$ cat src/design/spi_mp_pkg.sv
// Shared types and constants for the SPI master peripheral.
package spi_mp_pkg;

  // Frame geometry
  localparam int MAX_FRAME_BITS = 16;
  localparam int NARROW_BITS    = 8;
  localparam int DATA_W         = MAX_FRAME_BITS;
  localparam int EDGE_W         = 6;
  localparam int PRESCALE_W     = 7;
  localparam int BAUD_W         = 3;

  localparam logic [EDGE_W-1:0] EDGES_WIDE   = EDGE_W'(2 * MAX_FRAME_BITS);
  localparam logic [EDGE_W-1:0] EDGES_NARROW = EDGE_W'(2 * NARROW_BITS);
  localparam logic [DATA_W-1:0] MASK_WIDE    = {DATA_W{1'b1}};
  localparam logic [DATA_W-1:0] MASK_NARROW  = DATA_W'({NARROW_BITS{1'b1}});

  // Stream payload widths
  localparam int S_TDATA_W = 24;
  localparam int S_TUSER_W = 2;
  localparam int M_TDATA_W = 24;
  localparam int CFG_IDX_W = 3;
  localparam int CFG_DAT_W = 3;

  // Bus access kinds carried in s_tuser
  typedef enum logic [S_TUSER_W-1:0] {
    FUNC_TICK   = 2'd0,
    FUNC_WRITE  = 2'd1,
    FUNC_READ   = 2'd2,
    FUNC_STATUS = 2'd3
  } func_t;

  // Configuration register indexes
  localparam logic [CFG_IDX_W-1:0] REG_BAUD     = 3'd0;
  localparam logic [CFG_IDX_W-1:0] REG_POLARITY = 3'd1;
  localparam logic [CFG_IDX_W-1:0] REG_PHASE    = 3'd2;
  localparam logic [CFG_IDX_W-1:0] REG_SIXTEEN  = 3'd3;
  localparam logic [CFG_IDX_W-1:0] REG_LSB      = 3'd4;
  localparam logic [CFG_IDX_W-1:0] REG_ENABLE   = 3'd5;

endpackage

$ cat src/design/spi_master_peripheral.sv
// SPI master peripheral: bus access stream in, one status/data item out per access.
//
// Usage:
//   s_* carries bus accesses: s_tuser is the access kind (tick, data write, data
//   read, status read); s_tdata carries the write data and the sampled MISO level.
//   Every accepted item yields exactly one result item on m_*: read data (zero
//   unless a data read), the transmit-empty, receive-not-empty and busy flags,
//   and the SCK and MOSI line levels after the access.
//   cfg_* writes one configuration register per handshake (index, 3-bit data);
//   it is always ready and should be written only while no frame is shifting.
//   Results are registered: a result is visible on m_* the cycle after its
//   item is accepted. One item per cycle is taken while m_tready keeps up:
//   the state update and the result are computed in the accepting cycle, and
//   the output register reloads in the same cycle that its item is taken.
//   A tick advances the baud prescaler; a frame takes 2 * frame_bits * 2^baud
//   ticks after its starting tick.
//   When the receiver stalls, the output register holds its item and s_tready
//   drops until it is taken; nothing is lost.
//   Synchronous reset clears all flags and buffers, sets transmit-empty, resets
//   the configuration to zero and empties the output register.
module spi_master_peripheral (
  input  logic                              clk,
  input  logic                              rst,
  input  logic                              s_tvalid,
  output logic                              s_tready,
  // [15:0] write_data, [16] miso, [23:17] zero
  input  logic [spi_mp_pkg::S_TDATA_W-1:0]  s_tdata,
  // [1:0] func
  input  logic [spi_mp_pkg::S_TUSER_W-1:0]  s_tuser,
  output logic                              m_tvalid,
  input  logic                              m_tready,
  // [15:0] read_data, [16] tx_empty, [17] rx_not_empty, [18] busy_res,
  // [19] sck, [20] mosi, [23:21] zero
  output logic [spi_mp_pkg::M_TDATA_W-1:0]  m_tdata,
  input  logic                              cfg_valid,
  output logic                              cfg_ready,
  input  logic [spi_mp_pkg::CFG_IDX_W-1:0]  cfg_index,
  input  logic [spi_mp_pkg::CFG_DAT_W-1:0]  cfg_data
);
  import spi_mp_pkg::*;

  // Configuration registers
  logic [BAUD_W-1:0] baud_select;
  logic              clock_polarity;
  logic              clock_phase;
  logic              frame_sixteen;
  logic              lsb_first;
  logic              enable;

  // Shifter state
  logic [PRESCALE_W-1:0] prescale_count, prescale_count_next;
  logic [DATA_W-1:0]     tx_holding, tx_holding_next;
  logic                  tx_empty_flag, tx_empty_flag_next;
  logic [DATA_W-1:0]     shift_out, shift_out_next;
  logic [DATA_W-1:0]     shift_in, shift_in_next;
  logic [DATA_W-1:0]     rx_holding, rx_holding_next;
  logic                  rx_full_flag, rx_full_flag_next;
  logic [EDGE_W-1:0]     edges_left, edges_left_next;
  logic                  busy_flag, busy_flag_next;
  logic                  clock_level, clock_level_next;

  // Handshake and decoded payload
  logic              s_accept;
  func_t             func;
  logic [DATA_W-1:0] write_data;
  logic              miso;
  logic [DATA_W-1:0] read_data_next;
  logic              mosi_next;
  logic              sck_next;

  // Edge helpers
  logic [DATA_W-1:0] frame_mask;
  logic [EDGE_W-1:0] frame_edges;
  logic [EDGE_W-1:0] edge_rem;
  logic              edge_due;
  logic              do_sample;
  logic              do_shift;
  logic [DATA_W-1:0] sampled_in;
  logic [DATA_W-1:0] shifted_out;
  logic [DATA_W-1:0] miso_top;

  assign s_tready   = !m_tvalid || m_tready;
  assign s_accept   = s_tvalid && s_tready;
  assign cfg_ready  = 1'b1;
  assign func       = func_t'(s_tuser);
  assign write_data = s_tdata[DATA_W-1:0];
  assign miso       = s_tdata[DATA_W];

  assign frame_mask  = frame_sixteen ? MASK_WIDE : MASK_NARROW;
  assign frame_edges = frame_sixteen ? EDGES_WIDE : EDGES_NARROW;

  // Prescaler reaches the half-period on this tick
  assign edge_due = ({1'b0, prescale_count} + (PRESCALE_W+1)'(1))
                    >= ((PRESCALE_W+1)'(1) << baud_select);

  // Edge classification from the remaining edge count
  always_comb begin
    edge_rem = edges_left - EDGE_W'(1);
    if (clock_phase) begin
      do_sample = !edge_rem[0];
      do_shift  = edge_rem[0] && (edge_rem != (frame_edges - EDGE_W'(1)));
    end else begin
      do_sample = edge_rem[0];
      do_shift  = !edge_rem[0];
    end
  end

  // Shift data for one serial clock edge
  always_comb begin
    miso_top = frame_sixteen ? {miso, {(DATA_W-1){1'b0}}}
                             : DATA_W'({miso, {(NARROW_BITS-1){1'b0}}});
    if (lsb_first) begin
      sampled_in  = ((shift_in & frame_mask) >> 1) | miso_top;
      shifted_out = (shift_out & frame_mask) >> 1;
    end else begin
      sampled_in  = ((shift_in << 1) | DATA_W'(miso)) & frame_mask;
      shifted_out = (shift_out << 1) & frame_mask;
    end
  end

  // Next state and result for the accepted item
  always_comb begin
    prescale_count_next = prescale_count;
    tx_holding_next     = tx_holding;
    tx_empty_flag_next  = tx_empty_flag;
    shift_out_next      = shift_out;
    shift_in_next       = shift_in;
    rx_holding_next     = rx_holding;
    rx_full_flag_next   = rx_full_flag;
    edges_left_next     = edges_left;
    busy_flag_next      = busy_flag;
    clock_level_next    = clock_level;
    read_data_next      = '0;

    unique case (func)
      FUNC_TICK: begin
        if (!busy_flag) begin
          clock_level_next = clock_polarity;
          if (enable && !tx_empty_flag) begin
            shift_out_next      = tx_holding & frame_mask;
            shift_in_next       = '0;
            tx_empty_flag_next  = 1'b1;
            busy_flag_next      = 1'b1;
            edges_left_next     = frame_edges;
            prescale_count_next = '0;
          end
        end else if (edge_due) begin
          prescale_count_next = '0;
          edges_left_next     = edge_rem;
          clock_level_next    = !clock_level;
          if (do_sample) shift_in_next = sampled_in;
          if (do_shift) shift_out_next = shifted_out;
          if (edge_rem == '0) begin
            rx_holding_next   = (do_sample ? sampled_in : shift_in) & frame_mask;
            rx_full_flag_next = 1'b1;
            busy_flag_next    = 1'b0;
            clock_level_next  = clock_polarity;
          end
        end else begin
          prescale_count_next = prescale_count + PRESCALE_W'(1);
        end
      end
      FUNC_WRITE: begin
        tx_holding_next    = write_data;
        tx_empty_flag_next = 1'b0;
      end
      FUNC_READ: begin
        read_data_next    = rx_holding;
        rx_full_flag_next = 1'b0;
      end
      FUNC_STATUS: begin
        read_data_next = '0;
      end
      default: begin
        read_data_next = '0;
      end
    endcase

    // Line levels after the access
    if (!busy_flag_next) begin
      sck_next  = clock_polarity;
      mosi_next = 1'b0;
    end else begin
      sck_next  = clock_level_next;
      mosi_next = lsb_first ? shift_out_next[0]
                            : (frame_sixteen ? shift_out_next[DATA_W-1]
                                             : shift_out_next[NARROW_BITS-1]);
    end
  end

  // Configuration register writes
  always_ff @(posedge clk) begin
    if (rst) begin
      baud_select    <= '0;
      clock_polarity <= 1'b0;
      clock_phase    <= 1'b0;
      frame_sixteen  <= 1'b0;
      lsb_first      <= 1'b0;
      enable         <= 1'b0;
    end else if (cfg_valid && cfg_ready) begin
      unique case (cfg_index)
        REG_BAUD:     baud_select    <= cfg_data;
        REG_POLARITY: clock_polarity <= cfg_data[0];
        REG_PHASE:    clock_phase    <= cfg_data[0];
        REG_SIXTEEN:  frame_sixteen  <= cfg_data[0];
        REG_LSB:      lsb_first      <= cfg_data[0];
        REG_ENABLE:   enable         <= cfg_data[0];
        default:      ;
      endcase
    end
  end

  // Control state update on each accepted item
  always_ff @(posedge clk) begin
    if (rst) begin
      prescale_count <= '0;
      tx_empty_flag  <= 1'b1;
      rx_full_flag   <= 1'b0;
      edges_left     <= '0;
      busy_flag      <= 1'b0;
      clock_level    <= 1'b0;
    end else if (s_accept) begin
      prescale_count <= prescale_count_next;
      tx_empty_flag  <= tx_empty_flag_next;
      rx_full_flag   <= rx_full_flag_next;
      edges_left     <= edges_left_next;
      busy_flag      <= busy_flag_next;
      clock_level    <= clock_level_next;
    end
  end

  // Data buffers and shift registers
  always_ff @(posedge clk) begin
    if (rst) begin
      tx_holding <= '0;
      shift_out  <= '0;
      shift_in   <= '0;
      rx_holding <= '0;
    end else if (s_accept) begin
      tx_holding <= tx_holding_next;
      shift_out  <= shift_out_next;
      shift_in   <= shift_in_next;
      rx_holding <= rx_holding_next;
    end
  end

  // Output register: hold while stalled, load on accept
  always_ff @(posedge clk) begin
    if (rst) begin
      m_tvalid <= 1'b0;
    end else if (s_accept) begin
      m_tvalid <= 1'b1;
    end else if (m_tready) begin
      m_tvalid <= 1'b0;
    end
  end

  always_ff @(posedge clk) begin
    if (s_accept) begin
      m_tdata <= {3'b000, mosi_next, sck_next, busy_flag_next, rx_full_flag_next,
                  tx_empty_flag_next, read_data_next};
    end
  end

  // A shifting frame always has edges left to run
  assert property (@(posedge clk) disable iff (rst) busy_flag |-> edges_left != '0)
    else $error("busy with no edges left");

  // A data write leaves the holding buffer full
  assert property (@(posedge clk) disable iff (rst)
    (s_accept && func == FUNC_WRITE) |=> !tx_empty_flag)
    else $error("data write did not fill the holding buffer");

  // A frame starts only by draining the holding buffer
  assert property (@(posedge clk) disable iff (rst) $rose(busy_flag) |-> tx_empty_flag)
    else $error("frame started without draining the holding buffer");

  // A finished frame lands in the receive buffer
  assert property (@(posedge clk) disable iff (rst) $fell(busy_flag) |-> rx_full_flag)
    else $error("frame ended without filling the receive buffer");

endmodule

$ cat config.mk
export PLATFORM = sky130hd
export DESIGN_NAME = spi_master_peripheral
export DESIGN_NICKNAME = d
export VERILOG_FILES = /design/src/design/spi_mp_pkg.sv /design/src/design/spi_master_peripheral.sv
export SDC_FILE = /design/constraint.sdc
export NUM_CORES = 1
export LEC_CHECK = 0
export BUFFER_PORTS_ARGS = -buffer_cell sky130_fd_sc_hd__buf_2
export CAP_MARGIN = 0
export CORE_ASPECT_RATIO = 0.75
export CORE_UTILIZATION = 63
export CTS_CLUSTER_SIZE = 28
export DETAILED_ROUTE_END_ITERATION = 8
export HOLD_SLACK_MARGIN = 0.05
export PLACE_DENSITY_LB_ADDON = 0.15
export SLEW_MARGIN = 20
export SYNTH_ARGS = -nofsm -noshare
export SYNTH_HDL_FRONTEND = slang
export SYNTH_SLANG_ARGS = --single-unit
$ cat constraint.sdc
create_clock -name clk -period 6.77 [get_ports clk]
set_input_delay 0.677 -clock clk [delete_from_list [all_inputs] [get_ports clk]]
set_output_delay 0.677 -clock clk [all_outputs]
set_load 0.1 [all_outputs]
==> results of run 1 <==
==> metal layers <==
layer | track usage, % | routed length (microns) | share of wire, %
met5 | 0 | 0 | 0
met4 | 7.002 | 146 | 1.2
met3 | 5.955 | 665 | 5.6
met2 | 39.43 | 5186 | 44
met1 | 38.14 | 5854 | 49
==> power groups by stage <==
| stage | clock network (mW) | registers [mW] | logic (mW) |
|---|---|---|---|
| after detailed placement | 0 | 0.714 | 0.147 |
| after floorplan | 0 | 0.755 | 0.0769 |
| after global routing | 0.580 | 0.701 | 0.157 |
| after global placement | 0 | 0.713 | 0.144 |
| after CTS | 0.554 | 0.699 | 0.147 |
| final | 0.547 | 0.699 | 0.148 |
==> cells by family (layout without fill, tap and decap cells) <==
kind of cell               after synthesis  count (layout)  share of synthesized area [%]
and+or+nand+nor                        216             216                          19.14
AOI/OAI and AO/OA                      153             153                          19.41
DFF                                    111             111                          43.02
buffers and inverters                   64              88                          5.377
muxes                                   44              44                          7.789
xor gates and xnor gates                16              16                          2.478
adders and majority gates               12              12                          2.655
other                                    2               4                         0.1328
==> layout by cell type, fill, tap and decap left out, drive strengths merged, types with 3 or more instances in the layout <==
cell / instances
o2bb2ai: 24
o22ai: 3
edfxtp: 21
clkbuf: 11
nand3b: 12
nand2: 65
or2: 4
xor2: 5
clkinv: 3
buf: 56
nand2b: 7
nand3: 4
and3: 3
a31oi: 6
conb: 4
ha: 12
a211oi: 7
dfxtp: 90
nor2b: 14
a22oi: 8
and3b: 3
mux2i: 44
nor3: 9
nand4: 3
a2bb2oi: 9
o2111a: 4
nor2: 62
a21o: 3
a311oi: 6
a21oi: 54
inv: 16
xnor2: 11
o21ai: 10
and2: 17
==> state kept, by name (all words and copies together) (netlist names), 3 cells and up <==
register,flops
m_tdata,21
rx_holding,16
shift_in,16
shift_out,16
tx_holding,16
prescale_count,7
edges_left,6
baud_select,3
==> area by class of cell <==
class	count	area (sq um)
Multi-Input combinational cell	445	2940
Sequential cell	111	2434
Fill cell	656	2397
Timing Repair Buffer	56	290.3
Clock buffer	11	232.7
Tap cell	108	135.1
Clock inverter	5	73.82
Inverter	16	60.06
==> worst max-delay path, cell delays in order (launching register included) <==
cell                        delay [ps]
sky130_fd_sc_hd__dfxtp_1           420
sky130_fd_sc_hd__ha_1              240
sky130_fd_sc_hd__nand3_1           150
sky130_fd_sc_hd__nor2_1            230
sky130_fd_sc_hd__xor2_1            190
sky130_fd_sc_hd__ha_1              250
sky130_fd_sc_hd__nand2_1            80
sky130_fd_sc_hd__o21ai_0           150
sky130_fd_sc_hd__a21oi_1           790
sky130_fd_sc_hd__o21ai_1           580
sky130_fd_sc_hd__a21oi_1           690
sky130_fd_sc_hd__o2bb2ai_1         180
==> metrics by stage <==
stage	instances	cell area, sq um	util, %
final	752	6166	72.00
after global routing	752	6166	72.00
after CTS	752	6161	71.95
after detailed placement	736	5854	68.37
after global placement	736	5852	68.34
after floorplan	620	5662	-
==> final timing paths <==
path	start	endpoint	slack (ps)	cells after the start
min reg2reg	rx_holding[13]$_SDFFE_PP0P_	rx_holding[13]$_SDFFE_PP0P_	450	2
max reg2reg	prescale_count[0]$_SDFFE_PP0P_	shift_out[9]$_SDFFE_PP0P_	2740	11
max	prescale_count[0]$_SDFFE_PP0P_	shift_out[9]$_SDFFE_PP0P_	2740	11
min	rx_holding[13]$_SDFFE_PP0P_	rx_holding[13]$_SDFFE_PP0P_	450	2
==> synthesized netlist by cell type, types with 3 or more instances <==
cell	n
sky130_fd_sc_hd__a21o_1	3
sky130_fd_sc_hd__nand4_1	3
sky130_fd_sc_hd__inv_1	16
sky130_fd_sc_hd__edfxtp_1	21
sky130_fd_sc_hd__a21oi_1	54
sky130_fd_sc_hd__and2_1	17
sky130_fd_sc_hd__xnor2_1	11
sky130_fd_sc_hd__o21ai_0	8
sky130_fd_sc_hd__a22oi_1	8
sky130_fd_sc_hd__nor2_1	62
sky130_fd_sc_hd__mux2i_1	44
sky130_fd_sc_hd__xor2_1	5
sky130_fd_sc_hd__nor3_1	8
sky130_fd_sc_hd__o22ai_1	3
sky130_fd_sc_hd__a2bb2oi_1	9
sky130_fd_sc_hd__nand3_1	4
sky130_fd_sc_hd__nand2_1	65
sky130_fd_sc_hd__nor2b_1	14
sky130_fd_sc_hd__a311oi_1	6
sky130_fd_sc_hd__o2111a_1	4
sky130_fd_sc_hd__buf_1	3
sky130_fd_sc_hd__dfxtp_1	90
sky130_fd_sc_hd__nand3b_1	12
sky130_fd_sc_hd__buf_6	3
sky130_fd_sc_hd__a31oi_1	6
sky130_fd_sc_hd__nand2b_1	7
sky130_fd_sc_hd__a211oi_1	7
sky130_fd_sc_hd__and3_1	3
sky130_fd_sc_hd__buf_4	6
sky130_fd_sc_hd__ha_1	12
sky130_fd_sc_hd__o2bb2ai_1	24
sky130_fd_sc_hd__clkbuf_1	32
sky130_fd_sc_hd__or2_2	3
==> metrics.md, run 1 <==
| Metric | Value |
|---|---|
| Result of the run | `complete, but fails checks` |
| Synth unique cells | `66` |
| CTS Root Cell | `sky130_fd_sc_hd__clkbuf_16` |
| P_sw | `~0.35 mW` |
| Post-layout min period | `around 4000 ps` |
| Leakage Power | `roughly 2.1 nW` |
| Number of vias after detailed routing | `around 4.5k` |
| Clock tree from TritonCTS | `yes` |
| Via density per instance | `between 5 and 6` |
| Fraction of layout cells with a size suffix above 1 | `13.35%` |
| Count of nets left with antenna violations after detail routing | `0` |
| Routed length per instance | `~16 microns` |
| Endpoint class of the critical path | `flop` |
| Cts-stage hold buffer count | `0` |
| Power density over cell area | `about 230 nW/um^2` |
| Synth-to-layout area growth | `9.051%` |
| Sequential cell area fraction in the yosys report | `between 40 and 50%` |
| Cts bufs inserted | `9` |
| Tightest slew margin relative to the limit | `between 20% and 30%` |
| Peak supply drop | `about 0.14 mV` |
| Half-perimeter wire length after detailed placement | `7773 microns` |
| Top cell type by total area after synthesis | `sky130_fd_sc_hd__dfxtp_1` |
| Yosys Warn Count | `0` |
| Maximum level of the CTS H-tree | `3` |
| Share of synthesized flip-flops with an asynchronous set or reset | `0%` |
| Final net count | `688` |
| Number of placement rows | `29` |
| Largest net degree at the start of global routing | `65` |
| Remaining DRCs | `4` |
| Clk pin slew, worst setup/hold paths | `70 ps` |
| Kind of critical path | `flop to flop` |
| Average cell area after synthesis | `just over 9 sq um` |
| CP max FO | `15` |
| Int Power | `~1.0 mW` |
| Core footprint | `roughly 8600 sq um` |
| Fraction of power spent switching nets | `around 25%` |
| Smallest setup slack after layout | `between 2000 and 3000 ps` |
| Post-synthesis instance area | `around 5700 sq um` |
| Worst clock skew on the final layout | `~7 ps` |
| Most instantiated flip-flop cell in the synthesis netlist | `sky130_fd_sc_hd__dfxtp_1` |
| Hold slack | `447.7 ps` |
| Data required, critical path | `7040 ps` |
| Final-layout setup total negative slack | `0 ps` |
| Number of antenna violations at the first check in global routing | `0` |
| Die Y-Extent | `around 84 microns` |
| DRC marker count from the first detailed-route iteration | `between 300 and 400` |
| Max Clk Rate | `0.2481 GHz` |
| Final hold viol count | `0` |
| Global route total overflow | `0` |
| Crit path launch type | `flop` |
| Share of power burned in registers | `50.2%` |
| Share of the synthesized area in the top cell type | `31.87%` |
| Final critical-path share of the clock period | `around three fifths` |
| Setup Fix Bufs, Post-CTS | `0` |
| Worst setup slack before clock tree synthesis | `~2800 ps` |
| Antenna fix cells | `0` |
| Routability congestion estimate from global placement | `approximately 0.83` |
| DR pass1 iterations | `6` |
| Failing checks | `DRC` |
| Power share of the combinational group | `around a tenth` |
| Wire length of the first global-routing pass | `19620 microns` |
| Number of synthesized flops with an enable pin | `21` |
| Setup violation total in the final timing report | `0` |
| Clock tree sinks | `about 110` |
| Reported max-cap violation count | `0` |
| Clk_lat worst skew | `about 350 ps` |
| Total global routing track utilization | `about a quarter` |
| Relative contribution of the clock network to total power | `39.2%` |
| Top post-synthesis cells by area | `sky130_fd_sc_hd__dfxtp_1 (32%), sky130_fd_sc_hd__edfxtp_1 (11%), sky130_fd_sc_hd__mux2i_1 (7.8%)` |
| # port buffers | `between 50 and 60` |
| Vias in the first global route | `approximately 4k` |
| Instance count of the mapped netlist | `a little over 600` |
| Path class of the lowest-slack min-delay path | `flop to flop` |
| Resized Gates After CTS | `0` |
| Die Width | `111.4 microns` |
| Total Power Consumption | `1.394 mW` |
| Pins Over Slew Limit | `0` |
| Register bit total from synthesis | `~110` |
| Maximum buffer depth of the clock tree | `2` |
| Initial cell density of the core | `between 60% and 70%` |
| Total wirelength of the detailed-routed design | `about 12000 microns` |
| Pin slew with the least headroom to its limit | `~1100 ps` |
| Die ar. | `between 9000 and 10000 sq um` |
| Setup repair after global routing missed its margin | `false` |
| Worst EP arrival | `approximately 4300 ps` |
| Number of top-level pins | `between 60 and 70` |
No activity file was read; power rests on OpenSTA's default activity.
==> inputs of run 2 (changes only) <==
--- a/config.mk
+++ b/config.mk
@@ -8,7 +8,7 @@
 export BUFFER_PORTS_ARGS = -buffer_cell sky130_fd_sc_hd__buf_2
 export CAP_MARGIN = 0
 export CORE_ASPECT_RATIO = 0.75
-export CORE_UTILIZATION = 63
+export CORE_UTILIZATION = 53
 export CTS_CLUSTER_SIZE = 28
 export DETAILED_ROUTE_END_ITERATION = 8
 export HOLD_SLACK_MARGIN = 0.05
==> constraint.sdc (replaced) <==
create_clock -name clk -period 3.35 [get_ports clk]
set_input_delay 0.335 -clock clk [delete_from_list [all_inputs] [get_ports clk]]
set_output_delay 0.335 -clock clk [all_outputs]
set_load 0.1 [all_outputs]
==> run 2 against run 1 <==
  * The run now ends clean
  * Global-route usage down 3.1 points
  * Sequential power up 100%
  * Die area up 18%
  * Clock power up 110%
  * Count of clock-buffer cells in the layout down 1
  * Cell area up 2.8%
  * Fmax up 29%
  * Wire length up 3.2%
  * Final cell count up 5.7%
  * Sequential cell count unchanged
  * Register-to-register slack worse by 2500 ps
  * Utilization down 11 points
  * Critical endpoint is now m_tdata[20]$_SDFFCE_PN0P_
  * Largest cell class unchanged
  * Largest power group unchanged
==> metrics.md, run 2 (synthesized netlist as in run 1, its figures left out) <==
| Metric | Value |
|---|---|
| Final hold viol count | `0 (unchanged)` |
| Half-perimeter wire length after detailed placement | `8395 microns (was 7773 microns)` |
| Core footprint | `10330 sq um (was 8563 sq um)` |
| Routed length per instance | `15.38 microns (was 15.76 microns)` |
| Antenna fix cells | `0 (unchanged)` |
| Cts bufs inserted | `9 (unchanged)` |
| Total Power Consumption | `2.878 mW (was 1.394 mW)` |
| Maximum level of the CTS H-tree | `3 (unchanged)` |
| Clock tree from TritonCTS | `yes (unchanged)` |
| Peak supply drop | `0.2553 mV (was 0.1388 mV)` |
| Post-layout min period | `3131 ps (was 4031 ps)` |
| Smallest setup slack after layout | `219.1 ps (was 2739 ps)` |
| Wire length of the first global-routing pass | `20370 microns (was 19620 microns)` |
| Final critical-path share of the clock period | `93.46% (was 59.55%)` |
| Leakage Power | `2.226 nW (was 2.147 nW)` |
| Max Clk Rate | `0.3194 GHz (was 0.2481 GHz)` |
| Path class of the lowest-slack min-delay path | `input pin to flop (was flop to flop)` |
| Die Y-Extent | `91.45 microns (was 84.05 microns)` |
| R2R depth | `9 (was 11)` |
| Clock tree sinks | `111 (unchanged)` |
| Crit path launch type | `flop (unchanged)` |
| Worst reg2reg path endpoint | `m_tdata[20]$_SDFFCE_PN0P_ (was shift_out[9]$_SDFFE_PP0P_)` |
| Maximum buffer depth of the clock tree | `2 (unchanged)` |
| Number of placement rows | `32 (was 29)` |
| Largest net degree at the start of global routing | `36 (was 65)` |
| Setup Fix Bufs, Post-CTS | `0 (unchanged)` |
| Number of cells on the worst hold path | `3 (was 2)` |
| Util after Layout | `61.37% (was 72.00%)` |
| Vias in the first global route | `4199 (was 3994)` |
| Reported max-cap violation count | `0 (unchanged)` |
| Worst setup slack before clock tree synthesis | `-26.10 ps (was 2770 ps)` |
| Synth-to-layout area growth | `12.13% (was 9.051%)` |
| Worst hold path endpoint | `tx_holding[8]$_SDFFE_PP0P_ (was rx_holding[13]$_SDFFE_PP0P_)` |
| Setup violation total in the final timing report | `0 (unchanged)` |
| Cts-stage hold buffer count | `0 (unchanged)` |
| Count of nets left with antenna violations after detail routing | `0 (unchanged)` |
| Initial cell density of the core | `54.74% (was 66.03%)` |
| Worst EP arrival | `3240 ps (was 4300 ps)` |
| Leading cell type in the layout, fill and taps excluded | `sky130_fd_sc_hd__dfxtp_1 (unchanged)` |
| Routability congestion estimate from global placement | `0.8273 (was 0.8329)` |
| Global route total overflow | `0 (unchanged)` |
| Number of flip-flops in the largest register | `21 (unchanged)` |
| Die Width | `121.3 microns (was 111.4 microns)` |
| Number of antenna violations at the first check in global routing | `0 (unchanged)` |
| Die ar. | `11090 sq um (was 9362 sq um)` |
| Clk pin slew, worst setup/hold paths | `70 ps (about the same)` |
| Number of vias after detailed routing | `4546 (was 4483)` |
| Via density per instance | `5.718 (was 5.961)` |
| Most frequent cells in the layout | `sky130_fd_sc_hd__dfxtp_1 (89), sky130_fd_sc_hd__nand2_1 (65), sky130_fd_sc_hd__nor2_1 (61) (unchanged)` |
| Startpoint of the tightest hold check path | `s_tdata[8] (was rx_holding[13]$_SDFFE_PP0P_)` |
| Final net count | `703 (was 688)` |
| Remaining DRCs | `0 (was 4)` |
| Kind of critical path | `flop to flop (unchanged)` |
| Fraction of layout cells with a size suffix above 1 | `15.93% (was 13.35%)` |
| DRC marker count from the first detailed-route iteration | `305 (was 327)` |
| CTS Root Cell | `sky130_fd_sc_hd__clkbuf_16 (unchanged)` |
| Reg-to-reg startpoint | `edges_left[0]$_SDFFE_PP0P_ (was prescale_count[0]$_SDFFE_PP0P_)` |
| Power density over cell area | `454.0 nW/um^2 (was 226.1 nW/um^2)` |
| Total wirelength of the detailed-routed design | `12230 microns (was 11850 microns)` |
| Pins Over Slew Limit | `0 (unchanged)` |
| CP max FO | `7 (was 15)` |
| Register-to-register setup slack | `220 ps (was 2740 ps)` |
| Register ranked first by flip-flop count | `m_tdata (unchanged)` |
| Worst clock skew on the final layout | `7.773 ps (was 6.834 ps)` |
| Tightest slew margin relative to the limit | `45.60% (was 27.45%)` |
| Total global routing track utilization | `23.18% (was 26.32%)` |
| Clk_lat worst skew | `350 ps (about the same)` |
| DR pass1 iterations | `5 (was 6)` |
| # port buffers | `52 (unchanged)` |
| Pin slew with the least headroom to its limit | `804.6 ps (was 1088 ps)` |
| Setup repair after global routing missed its margin | `false (unchanged)` |
| Endpoint class of the critical path | `flop (unchanged)` |
| Result of the run | `finished clean (was complete, but fails checks)` |
| Number of top-level pins | `64 (unchanged)` |
| Data required, critical path | `3460 ps (was 7040 ps)` |
run 2: area by class of cell:
class | instances | area [sq um]
Fill cell | 905 | 3990
Multi-Input combinational cell | 445 | 2949
Sequential cell | 111 | 2434
Timing Repair Buffer | 71 | 402.9
Clock buffer | 10 | 229.0
Tap cell | 136 | 170.2
Clock inverter | 6 | 95.09
Inverter | 16 | 60.06
run 2: where the power goes:
part / internal (mW) / total (mW) / switching (mW) / leakage, nW
registers: 1.39 / 1.41 / 0.0197 / 0.939
clock network: 0.662 / 1.16 / 0.495 / 0.151
logic: 0.0764 / 0.315 / 0.239 / 1.14
run 2: critical path, cell delays in order, from the launching register on:
cell	delay, ps
sky130_fd_sc_hd__dfxtp_1	390
sky130_fd_sc_hd__inv_1	190
sky130_fd_sc_hd__ha_1	300
sky130_fd_sc_hd__nor3b_1	440
sky130_fd_sc_hd__xnor2_1	190
sky130_fd_sc_hd__o41ai_4	500
sky130_fd_sc_hd__or3b_1	330
sky130_fd_sc_hd__buf_4	200
sky130_fd_sc_hd__o21ai_0	90
sky130_fd_sc_hd__o221a_2	270
run 2: timing repair:
action | in CTS | in global routing
pin swaps | 0 | 0
resized for setup | 1 | 3
endpoints found under the setup margin | 16 | 30
gates cloned | 0 | 0
run 2: stage by stage:
stage          std cells  hold slack [ps]  TNS [ps]  cell area, sq um
2_1_floorplan        620            427.3         0              5664
3_3_place_gp         779            437.4         0              6002
3_5_place_dp         779            442.2    -240.9              6002
4_1_cts              795            208.1         0              6329
5_1_grt              795            225.3         0              6340
6_report             795            216.3         0              6340
run 2: how the worst max path moves through the flow:
| stage | start | endpoint | depth (start not counted) |
|---|---|---|---|
| floorplan | baud_select[1]$_SDFFE_PP0P_ | shift_in[15]$_SDFFE_PP0P_ | 11 |
| global placement | prescale_count[0]$_SDFFE_PP0P_ | shift_in[15]$_SDFFE_PP0P_ | 10 |
| detailed placement | prescale_count[0]$_SDFFE_PP0P_ | shift_in[4]$_SDFFE_PP0P_ | 10 |
| CTS | prescale_count[0]$_SDFFE_PP0P_ | m_tdata[20]$_SDFFCE_PN0P_ | 11 |
| global route | edges_left[0]$_SDFFE_PP0P_ | m_tdata[20]$_SDFFCE_PN0P_ | 9 |
| finish | edges_left[0]$_SDFFE_PP0P_ | m_tdata[20]$_SDFFCE_PN0P_ | 9 |
run 2: per-layer routing:
metal	global-route usage [%]	share of wire, %	up-vias	routed length, microns
met3	4.334	4.4	16	539
met1	33.44	51	2149	6270
met2	34.71	43	110	5227
met5	0	0	-	0
met4	7.407	1.6	0	191
li1	-	-	2271	-
==> inputs of run 3 (changes only) <==
==> constraint.sdc (replaced) <==
create_clock -name clk -period 3.35 [get_ports clk]
set_input_delay 0.335 -clock clk [delete_from_list [all_inputs] [get_ports clk]]
set_output_delay 0.335 -clock clk [all_outputs]
set_load 0.02 [all_outputs]
==> run 3 against run 2 <==
  * Critical path depth rose by 1
  * Register-to-register slack better by 40 ps
  * Sequential cell count unchanged
  * Critical endpoint unchanged
==> metrics.md, run 3 (synthesized netlist as in run 1, its figures left out) <==
| Metric | Value |
|---|---|
| Result of the run | `finished clean (unchanged)` |
| Post-layout min period | `3095 ps (was 3131 ps)` |
| Clock tree sinks | `111 (unchanged)` |
| Final hold viol count | `0 (unchanged)` |
| Cts-stage hold buffer count | `0 (unchanged)` |
| Kind of critical path | `flop to flop (unchanged)` |
| Global route total overflow | `0 (unchanged)` |
| DR pass1 iterations | `5 (unchanged)` |
| Die Y-Extent | `91.45 microns (unchanged)` |
| Count of nets left with antenna violations after detail routing | `0 (unchanged)` |
| DRC marker count from the first detailed-route iteration | `316 (was 305)` |
| Setup repair after global routing missed its margin | `false (unchanged)` |
| Util after Layout | `61.03% (was 61.37%)` |
| Routed length per instance | `15.56 microns (was 15.38 microns)` |
| Crit path launch type | `flop (unchanged)` |
| Tightest slew margin relative to the limit | `47.00% (was 45.60%)` |
| Clk_lat worst skew | `350 ps (about the same)` |
| Largest net degree at the start of global routing | `50 (was 36)` |
| Total global routing track utilization | `22.99% (was 23.18%)` |
| Crit-path slowest cell | `sky130_fd_sc_hd__or3b_1 (was sky130_fd_sc_hd__o41ai_4)` |
| Setup violation total in the final timing report | `0 (unchanged)` |
| Remaining DRCs | `0 (unchanged)` |
| Endpoint class of the critical path | `flop (unchanged)` |
| WP buf/inv | `0 (was 2)` |
| Maximum buffer depth of the clock tree | `2 (unchanged)` |
| Leading cell type in the layout, fill and taps excluded | `sky130_fd_sc_hd__dfxtp_1 (unchanged)` |
| Routability congestion estimate from global placement | `0.8143 (was 0.8273)` |
| Worst clock skew on the final layout | `6.831 ps (was 7.773 ps)` |
| Worst EP arrival | `3190 ps (was 3240 ps)` |
| Path class of the lowest-slack min-delay path | `input pin to flop (unchanged)` |
| Maximum level of the CTS H-tree | `3 (unchanged)` |
| Half-perimeter wire length after detailed placement | `8329 microns (was 8395 microns)` |
| Final net count | `700 (was 703)` |
| Area of placed instances | `5977 sq um (was 6002 sq um)` |
| Number of flip-flops in the largest register | `21 (unchanged)` |
| Vias in the first global route | `4049 (was 4199)` |
| Clk pin slew, worst setup/hold paths | `70 ps (about the same)` |
| Number of placement rows | `32 (unchanged)` |
| Clock tree from TritonCTS | `yes (unchanged)` |
| Antenna fix cells | `0 (unchanged)` |
| Met2 WL | `5206 microns (was 5227 microns)` |
| # port buffers | `52 (unchanged)` |
| Final-layout setup total negative slack | `0 ps (unchanged)` |
| Number of top-level pins | `64 (unchanged)` |
| Register ranked first by flip-flop count | `m_tdata (unchanged)` |
| Number of vias after detailed routing | `4503 (was 4546)` |
| Final critical-path share of the clock period | `92.40% (was 93.46%)` |
| Worst setup slack before clock tree synthesis | `285.5 ps (was -26.10 ps)` |
| Filler cells | `898 (was 905)` |
| Post-route cell area | `6305 sq um (was 6340 sq um)` |
| Synth-to-layout area growth | `11.51% (was 12.13%)` |
| Total wirelength of the detailed-routed design | `12320 microns (was 12230 microns)` |
| Max Clk Rate | `0.3231 GHz (was 0.3194 GHz)` |
| Initial cell density of the core | `54.74% (unchanged)` |
| Worst stage delay on the critical path | `470 ps (was 500 ps)` |
| Data required, critical path | `3450 ps (was 3460 ps)` |
| Fraction of layout cells with a size suffix above 1 | `15.09% (was 15.93%)` |
| Cts bufs inserted | `9 (unchanged)` |
| CP max FO | `4 (was 7)` |
| Detail Route met3 WL | `652 microns (was 539 microns)` |
| Power density over cell area | `439.7 nW/um^2 (was 454.0 nW/um^2)` |
| DRT met1 WL | `6313 microns (was 6270 microns)` |
| Most frequent cells in the layout | `sky130_fd_sc_hd__dfxtp_1 (89), sky130_fd_sc_hd__nand2_1 (65), sky130_fd_sc_hd__nor2_1 (62) (was sky130_fd_sc_hd__dfxtp_1 (89), sky130_fd_sc_hd__nand2_1 (65), sky130_fd_sc_hd__nor2_1 (61))` |
| Hold slack | `222.7 ps (was 216.3 ps)` |
| Pin slew with the least headroom to its limit | `783.9 ps (was 804.6 ps)` |
| Die Width | `121.3 microns (unchanged)` |
| Reported max-cap violation count | `0 (unchanged)` |
| Smallest setup slack after layout | `254.7 ps (was 219.1 ps)` |
| Die ar. | `11090 sq um (unchanged)` |
| Highest layer used for signal routing | `met4 (unchanged)` |
| Pins Over Slew Limit | `0 (unchanged)` |
| CTS Root Cell | `sky130_fd_sc_hd__clkbuf_16 (unchanged)` |
| Cells along the critical path | `nand3_1 > or2_2 > xnor2_1 > ha_1 > nand2_1 > nor3_1 > a21oi_1 > or3b_1 > a31o_2 > o221a_2 (was inv_1 > ha_1 > nor3b_1 > xnor2_1 > o41ai_4 > or3b_1 > buf_4 > o21ai_0 > o221a_2)` |
| Category of cells accounting for the largest share of critical-path delay | `simple AND/OR/NAND/NOR gates (was compound AO/OA/AOI/OAI gates)` |
| Number of antenna violations at the first check in global routing | `0 (unchanged)` |
| Wire length of the first global-routing pass | `20000 microns (was 20370 microns)` |
| Via density per instance | `5.686 (was 5.718)` |
| Peak supply drop | `0.3120 mV (was 0.2553 mV)` |
| Core footprint | `10330 sq um (unchanged)` |
| Leakage Power | `2.210 nW (was 2.226 nW)` |
## run 3: cell type report
type	instances	area, sq um	share of cell area [%]
Clock inverter	6	93.84	1.488
Timing Repair Buffer	68	380.4	6.033
Clock buffer	10	229.0	3.632
Sequential cell	111	2434	38.60
Multi-Input combinational cell	445	2938	46.60
Inverter	16	60.06	0.9526
Tap cell	136	170.2	2.699
## run 3: what timing repair did
action | in CTS | in global routing
buffers inserted | 0 | 0
endpoints found under the setup margin | 0 | 1
gates resized for setup | 0 | 1
## run 3: power breakdown
| part | switching (mW) | leakage [nW] | internal, mW | total, mW |
|---|---|---|---|---|
| Clock | 0.490 | 0.153 | 0.661 | 1.15 |
| Sequential | 0.0220 | 0.939 | 1.39 | 1.41 |
| Combinational | 0.138 | 1.12 | 0.0758 | 0.214 |
## run 3: worst reg2reg max path: stages, from the launching register on
cell                      delay (ps)
sky130_fd_sc_hd__dfxtp_1         420
sky130_fd_sc_hd__nand3_1         150
sky130_fd_sc_hd__or2_2           360
sky130_fd_sc_hd__xnor2_1         140
sky130_fd_sc_hd__ha_1            310
sky130_fd_sc_hd__nand2_1          60
sky130_fd_sc_hd__nor3_1          250
sky130_fd_sc_hd__a21oi_1         190
sky130_fd_sc_hd__or3b_1          470
sky130_fd_sc_hd__a31o_2          270
sky130_fd_sc_hd__o221a_2         220
## run 3: stage by stage
step           instances  power, mW
2_1_floorplan        620      1.582
3_3_place_gp         776      1.643
3_5_place_dp         776      1.649
4_1_cts              792      2.790
5_1_grt              792      2.872
6_report             792      2.772
## run 3: worst paths after layout
| check | startpoint | end | slack, ps | cells after the start |
|---|---|---|---|---|
| worst min register to register | rx_holding[14]$_SDFFE_PP0P_ | rx_holding[14]$_SDFFE_PP0P_ | 450 | 2 |
| worst max register to register | prescale_count[0]$_SDFFE_PP0P_ | m_tdata[20]$_SDFFCE_PN0P_ | 250 | 10 |
| worst max-delay path | prescale_count[0]$_SDFFE_PP0P_ | m_tdata[20]$_SDFFCE_PN0P_ | 250 | 10 |
| worst min-delay path | s_tdata[1] | tx_holding[1]$_SDFFE_PP0P_ | 220 | 3 |
## run 3: per-layer routing
metal	up-vias	global-route usage [%]
met5	-	0
met4	0	7.202
met3	15	4.837
met2	135	34.38
met1	2088	32.91
li1	2265	-
